===== config.mk =====
export PLATFORM = sky130hd
export DESIGN_NAME = masked_byte_pattern_scanner
export DESIGN_NICKNAME = d
export VERILOG_FILES = /design/src/hdl/mbps_pkg.sv /design/src/hdl/mbps_cfg_regs.sv /design/src/hdl/mbps_cell.sv /design/src/hdl/masked_byte_pattern_scanner.sv
export SDC_FILE = /design/constraint.sdc
export NUM_CORES = 1
export LEC_CHECK = 0
export CORE_MARGIN = 1
export CORE_UTILIZATION = 60
export DETAILED_ROUTE_END_ITERATION = 10
export DONT_BUFFER_PORTS = 1
export GPL_TIMING_DRIVEN = 0
export PLACE_DENSITY = 0.84
export RECOVER_POWER = 50
export SLEW_MARGIN = 10
export SYNTH_ARGS = -nofsm -noshare
export SYNTH_HDL_FRONTEND = slang
export SYNTH_SLANG_ARGS = --single-unit

===== constraint.sdc =====
create_clock -name clk -period 20.6 [get_ports clk]
set_input_delay 2.06 -clock clk [delete_from_list [all_inputs] [get_ports clk]]
set_output_delay 2.06 -clock clk [all_outputs]
set_load 0.01 [all_outputs]

===== src/hdl/mbps_pkg.sv =====
`default_nettype none
// ----------------------------------------------------------------------------
// mbps_pkg
// shared types, register indexes and pattern byte lookup for the scanner
// ----------------------------------------------------------------------------
package mbps_pkg;

  localparam int unsigned PAT_BYTES = 16;
  localparam int unsigned CFG_IDX_W = 3;
  localparam int unsigned CFG_DATA_W = 64;

  typedef enum logic [CFG_IDX_W-1:0] {
    REG_PATTERN_LO  = 3'd0,
    REG_PATTERN_HI  = 3'd1,
    REG_CARE_MASK   = 3'd2,
    REG_PATTERN_LEN = 3'd3,
    REG_TARGET      = 3'd4
  } reg_idx_t;

  typedef struct packed {
    logic [8*PAT_BYTES-1:0] pattern;
    logic [PAT_BYTES-1:0]   care;
    logic [4:0]             length;
    logic [31:0]            target;
  } cfg_t;

  function automatic logic [7:0] pat_byte(input logic [8*PAT_BYTES-1:0] pattern,
                                          input logic [3:0] idx);
    pat_byte = pattern[8*idx +: 8];
  endfunction

endpackage
`default_nettype wire


===== src/hdl/mbps_cfg_regs.sv =====
`default_nettype none
// ----------------------------------------------------------------------------
// mbps_cfg_regs
// configuration register bank written through the cfg beat channel
// ----------------------------------------------------------------------------
module mbps_cfg_regs (
  input  wire logic                            clk,
  input  wire logic                            rst_n,
  input  wire logic                            cfg_valid,
  input  wire logic [mbps_pkg::CFG_IDX_W-1:0]  cfg_index,
  input  wire logic [mbps_pkg::CFG_DATA_W-1:0] cfg_data,
  output mbps_pkg::cfg_t                       cfg
);

  logic [63:0] pat_lo_r;
  logic [63:0] pat_hi_r;
  logic [15:0] care_r;
  logic [4:0]  len_r;
  logic [31:0] target_r;

  always_ff @(posedge clk) begin
    if (!rst_n) begin
      pat_lo_r <= '0;
      pat_hi_r <= '0;
      care_r   <= 16'hFFFF;
      len_r    <= 5'd1;
      target_r <= 32'd1;
    end else if (cfg_valid) begin
      unique case (cfg_index)
        mbps_pkg::REG_PATTERN_LO:  pat_lo_r <= cfg_data;
        mbps_pkg::REG_PATTERN_HI:  pat_hi_r <= cfg_data;
        mbps_pkg::REG_CARE_MASK:   care_r   <= cfg_data[15:0];
        mbps_pkg::REG_PATTERN_LEN: len_r    <= cfg_data[4:0];
        mbps_pkg::REG_TARGET:      target_r <= cfg_data[31:0];
        default: ;
      endcase
    end
  end

  assign cfg.pattern = {pat_hi_r, pat_lo_r};
  assign cfg.care    = care_r;
  assign cfg.length  = len_r;
  assign cfg.target  = target_r;

endmodule
`default_nettype wire


===== src/hdl/mbps_cell.sv =====
`default_nettype none
// ----------------------------------------------------------------------------
// mbps_cell
// one window byte: shifts toward its neighbor and checks its pattern byte
// ----------------------------------------------------------------------------
module mbps_cell #(
  parameter int unsigned CELL_IDX = 0,
  parameter int unsigned LEN_W    = 5
) (
  input  wire logic                                clk,
  input  wire logic                                shift_en,
  input  wire logic [7:0]                          byte_in,
  input  wire logic [LEN_W-1:0]                    len,
  input  wire logic [8*mbps_pkg::PAT_BYTES-1:0]    pattern,
  input  wire logic [mbps_pkg::PAT_BYTES-1:0]      care,
  output logic [7:0]                               byte_out,
  output logic                                     hit
);

  localparam int unsigned KW = (LEN_W > 4) ? LEN_W : 4;

  logic [7:0]    byte_r;
  logic [KW-1:0] k;
  logic          in_use;
  logic          checked;

  always_ff @(posedge clk) begin
    if (shift_en) begin
      byte_r <= byte_in;
    end
  end

  assign byte_out = byte_r;

  // pattern byte compared here is len-1-CELL_IDX, on the byte entering this cell
  always_comb begin
    in_use  = ({{(32-KW){1'b0}}, KW'(len)} > 32'(CELL_IDX));
    k       = KW'(len) - KW'(1) - KW'(CELL_IDX);
    checked = in_use && ((k >> 4) == '0) && care[k[3:0]];
    hit     = !checked || (byte_in == mbps_pkg::pat_byte(pattern, k[3:0]));
  end

endmodule
`default_nettype wire


===== src/hdl/masked_byte_pattern_scanner.sv =====
`default_nettype none
// ----------------------------------------------------------------------------
// masked_byte_pattern_scanner
// wildcard byte pattern search over an addressed byte stream
// ----------------------------------------------------------------------------
// channel | direction | ports
// in      | input     | in_valid, in_ready, in_byte_value, in_byte_address, in_region_last
// out     | output    | out_valid, out_ready, out_found, out_match_address
// cfg     | input     | cfg_valid, cfg_ready, cfg_index, cfg_data
//
// one byte per cycle when in_ready; cell chain and match count update in the accept cycle
// a result is loaded into the output register at the end of the accept cycle of its byte
// in_ready is low only while a result waits and out_ready is low
// cfg_ready always high; rst_n clears count, fill, done flag, out_valid, presets cfg registers
// ----------------------------------------------------------------------------
module masked_byte_pattern_scanner #(
  parameter int unsigned PATTERN_MAX = 16
) (
  input  wire logic                            clk,
  input  wire logic                            rst_n,
  input  wire logic                            in_valid,
  output logic                                 in_ready,
  input  wire logic [7:0]                      in_byte_value,
  input  wire logic [31:0]                     in_byte_address,
  input  wire logic                            in_region_last,
  output logic                                 out_valid,
  input  wire logic                            out_ready,
  output logic                                 out_found,
  output logic [31:0]                          out_match_address,
  input  wire logic                            cfg_valid,
  output logic                                 cfg_ready,
  input  wire logic [mbps_pkg::CFG_IDX_W-1:0]  cfg_index,
  input  wire logic [mbps_pkg::CFG_DATA_W-1:0] cfg_data
);

  localparam int unsigned LEN_W = $clog2(PATTERN_MAX + 1);

  mbps_pkg::cfg_t cfg;

  logic [7:0]             chain [PATTERN_MAX+1];
  logic [PATTERN_MAX-1:0] hits;

  logic [LEN_W-1:0] fill_r, fill_nxt, fill_inc;
  logic [31:0]      count_r, count_nxt, count_inc;
  logic             done_r, done_nxt;
  logic             out_valid_r, out_valid_nxt;
  logic             out_found_r, out_found_nxt;
  logic [31:0]      out_addr_r, out_addr_nxt;

  logic             accept;
  logic             scan;
  logic [LEN_W-1:0] len;
  logic [31:0]      want;
  logic             match;
  logic             report;

  assign cfg_ready = 1'b1;
  assign in_ready  = !out_valid_r || out_ready;
  assign accept    = in_valid && in_ready;
  assign scan      = accept && !done_r;

  mbps_cfg_regs u_cfg (
    .clk       (clk),
    .rst_n     (rst_n),
    .cfg_valid (cfg_valid),
    .cfg_index (cfg_index),
    .cfg_data  (cfg_data),
    .cfg       (cfg)
  );

  assign chain[0] = in_byte_value;

  for (genvar j = 0; j < PATTERN_MAX; j++) begin : g_cell
    mbps_cell #(
      .CELL_IDX (j),
      .LEN_W    (LEN_W)
    ) u_cell (
      .clk      (clk),
      .shift_en (scan),
      .byte_in  (chain[j]),
      .len      (len),
      .pattern  (cfg.pattern),
      .care     (cfg.care),
      .byte_out (chain[j+1]),
      .hit      (hits[j])
    );
  end

  always_comb begin
    if (cfg.length == 5'd0) begin
      len = LEN_W'(1);
    end else if (32'(cfg.length) > 32'(PATTERN_MAX)) begin
      len = LEN_W'(PATTERN_MAX);
    end else begin
      len = LEN_W'(cfg.length);
    end
    want      = (cfg.target == 32'd0) ? 32'd1 : cfg.target;
    fill_inc  = (32'(fill_r) < 32'(PATTERN_MAX)) ? fill_r + LEN_W'(1) : fill_r;
    count_inc = (count_r != 32'hFFFF_FFFF) ? count_r + 32'd1 : count_r;
    match     = (fill_inc >= len) && (&hits);
    report    = match && (count_inc >= want);
  end

  always_comb begin
    fill_nxt      = fill_r;
    count_nxt     = count_r;
    done_nxt      = done_r;
    out_valid_nxt = out_valid_r && !out_ready;
    out_found_nxt = out_found_r;
    out_addr_nxt  = out_addr_r;
    if (scan) begin
      fill_nxt = fill_inc;
      if (match) begin
        count_nxt = count_inc;
      end
      if (report) begin
        done_nxt      = 1'b1;
        out_valid_nxt = 1'b1;
        out_found_nxt = 1'b1;
        out_addr_nxt  = in_byte_address - 32'(len) + 32'd1;
      end else if (in_region_last) begin
        out_valid_nxt = 1'b1;
        out_found_nxt = 1'b0;
        out_addr_nxt  = 32'd0;
      end
    end
    if (accept && in_region_last) begin
      fill_nxt  = '0;
      count_nxt = '0;
      done_nxt  = 1'b0;
    end
  end

  always_ff @(posedge clk) begin
    if (!rst_n) begin
      fill_r      <= '0;
      count_r     <= '0;
      done_r      <= 1'b0;
      out_valid_r <= 1'b0;
    end else begin
      fill_r      <= fill_nxt;
      count_r     <= count_nxt;
      done_r      <= done_nxt;
      out_valid_r <= out_valid_nxt;
    end
  end

  always_ff @(posedge clk) begin
    out_found_r <= out_found_nxt;
    out_addr_r  <= out_addr_nxt;
  end

  assign out_valid         = out_valid_r;
  assign out_found         = out_found_r;
  assign out_match_address = out_addr_r;

endmodule
`default_nettype wire

==> reports/qor.yml <==
rows: 74
status: "finished, violations left"
cts.sinks: 373
synth_edf_count: 153
first_global_vias: 20500
cp-start-kind: "register"
met2_usage_pct: 68.2
grt.busiest_layer: "met2"
die_w_um: 207
wl_per_cell_um: 30.8
clkSlewWorstSetupHoldPaths_ns: 0.06
met1_usage_pct: 59.3
grt_start_max_net_pins: 64
leakagePower_uw: 0.00977
area_growth_pct: 8.44
crit_buf_inv: 14
post_cts_buffers: 0
grt.total_usage_pct: 45.3
grtUsageMet3_pct: 14.2
grt.overflow.total: 0
synth-seq-cells: 373
grt_setup_unrepaired: "no"
drt_wl_total_mm: 96.3
yosys.area.top_type_share_pct: 18.3
yosysSeqAreaShare_pct: 35.8
max_stage_delay_ns: 1.05
hold_depth: 0
final_common_cell: "nand2_1"
worst_pin_slew_ns: 3.56
cts_made_buffers: 42
synthCells: 2515
drt-initial-drc-count: 3499
power_density_nw_per_um2: 67.5
dieArea_um2: 42700
clock-root-buffer: "clkbuf_16"
synth_area_um2: 25100
ir_drop_mv: 0.0672
drc: 6
worstSetupPathType: "register to register"
cts_tree: "yes"
rr_worst_depth: 29
dp_hpwl_mm: 76.6
setup_viol: 0
design_area_um2: 27200
ys.warnings.count: 0
io_pins: 149
dieHeight_um: 207
cp_data_arrival_time_ns: 12.39
grt_pass1_wl_mm: 138
postPlaceCellArea_um2: 25900
first_pass_iters: 8
synth_area_per_cell_um2: 9.99
hold_class: "register to register"
async_flop_share_pct: 0
antenna_found_initial: 1
cap_violations: 1
ctsHtreeMaxLevel: 2
core_um2: 41100
crit_top_cell: "buf_2"
num_vias: 22200
clkLatencyLatePin_ns: 0.58
ys.flop_type: "dfxtp_1"
gp_congestion: 1.12
worstHoldEndpoint: "g_cell[9].u_cell.byte_out[1]"
ant_nets: 0
fin_crit_ns: 12.12
hold_violations: 0
cp.required_ns: 20.87
crit_family: "buffers and inverters"
placed_cells: 3050
diodes: 0
fin_cells: 3125
cts-hold-fix-buffers: 0
drive_gt1_share_pct: 12.8
viasPerCell: 7.11
io_buffer_count: 0
synthTopCellsByArea: "edfxtp_1 18%, dfxtp_1 18%, mux4_2 17%"
skew_ns: 0.0144
holdCritStartpoint: "g_cell[8].u_cell.byte_out[1]"
syn-num-nets: 2714
critPathMaxFanout: 29
slowest_stage: "a2111oi_2"
post-route-period-util_pct: 58.8
most-common-layout-cells: "446 x nand2_1, 244 x a21oi_1, 220 x dfxtp_1"
ys_types: 72
cts_resized: 0
clock_path_buffers: 3
initial_utilization_pct: 61.1
relSlewSlack_pct: -138
end_kind: "register"
synth_top_area_cell: "edfxtp_1"
fmax_mhz: 82.5
reg2reg_to: "out_match_address[31]"
reg2reg_slack_ns: 8.48
nNetsFinal: 2762
rr_startpoint: "u_cfg.len_r[1]"
drv_slew: 58
failed_checks: "design-rule violations, max-capacitance violations, max-slew violations"
setup_tns_ns: 0
sequential cells by signal, indices dropped and copies added (netlist names):
register,cells
u_cfg.pat_hi_r,64
u_cfg.care_r,16
u_cfg.len_r,5
out_match_address,32
fill_r,5
out_found,1
g_cell.u_cell.byte_out,120
out_valid,1
count_r,32
u_cfg.target_r,32
u_cfg.pat_lo_r,64
done_r,1
cell usage after synthesis, types with 25 or more instances:
| library cell | n |
|---|---|
| nand3_1 | 53 |
| clkbuf_1 | 113 |
| o31ai_1 | 26 |
| nand2b_1 | 26 |
| o21ai_0 | 45 |
| nor2_1 | 92 |
| nand2_1 | 446 |
| a21oi_1 | 245 |
| xor2_1 | 77 |
| mux4_2 | 191 |
| ha_1 | 85 |
| inv_1 | 85 |
| edfxtp_1 | 153 |
| mux2i_1 | 144 |
| dfxtp_1 | 220 |
| nand4_1 | 36 |
| and2_1 | 25 |
| xnor2_1 | 116 |
| nor4_1 | 27 |
per-layer routing:
layer | part of all wire (%) | up-vias
met1 | 36 | 10800
li1 | - | 9343
met2 | 43 | 1714
met3 | 14 | 328
met5 | 0 | -
met4 | 5.9 | 0
kinds of logic after synthesis:
group | count (synthesis) | synth area share, %
and+or+nand+nor | 815 | 14.9
AOI/OAI and AO/OA | 436 | 10.4
DFF | 373 | 35.8
muxes | 357 | 23.8
buffers and inverters | 254 | 4.06
xor gates and xnor gates | 193 | 6.73
adders and majority gates | 86 | 4.31
other | 1 | 0.0149
area by class of cell:
type | instances | area [µm²]
flip-flops and latches | 373 | 9000
multi-input cells | 1888 | 15100
inverters | 90 | 338
fillers | 3227 | 13900
plain buffers | 164 | 684
well taps | 532 | 666
clock buffers | 61 | 1220
clock inverters | 13 | 156
repair buffers | 4 | 58.8
metrics by stage:
step	utilization, %	total power, µW	hold slack (ns)	setup WS (ns)
floorplan	-	1000	0.426	11.23
global placement	62.7	1080	0.451	7.43
detailed placement	63.0	1080	0.456	9.16
CTS	66.3	1830	0.470	9.14
global route	66.3	1880	0.482	8.21
finish	66.3	1840	0.469	8.48
how the worst max path moves through the flow:
stage | slack [ns] | to | start | cells past startpoint
6_report | 8.48 | out_match_address[31] | u_cfg.len_r[1] | 29
5_1_grt | 8.21 | out_match_address[31] | u_cfg.len_r[1] | 29
4_1_cts | 9.14 | out_match_address[31] | u_cfg.len_r[2] | 29
3_5_place_dp | 9.16 | out_match_address[31] | u_cfg.len_r[2] | 29
3_3_place_gp | 7.43 | out_match_address[29] | u_cfg.len_r[2] | 28
2_1_floorplan | 11.23 | out_found | u_cfg.len_r[1] | 27
power breakdown:
group	leakage, µW	internal, µW	total, µW	switching (µW)
registers	0.00327	804	837	33.1
clock network	0.000682	449	762	313
logic	0.00582	90.8	241	151
No activity file was read; power rests on OpenSTA's default activity.
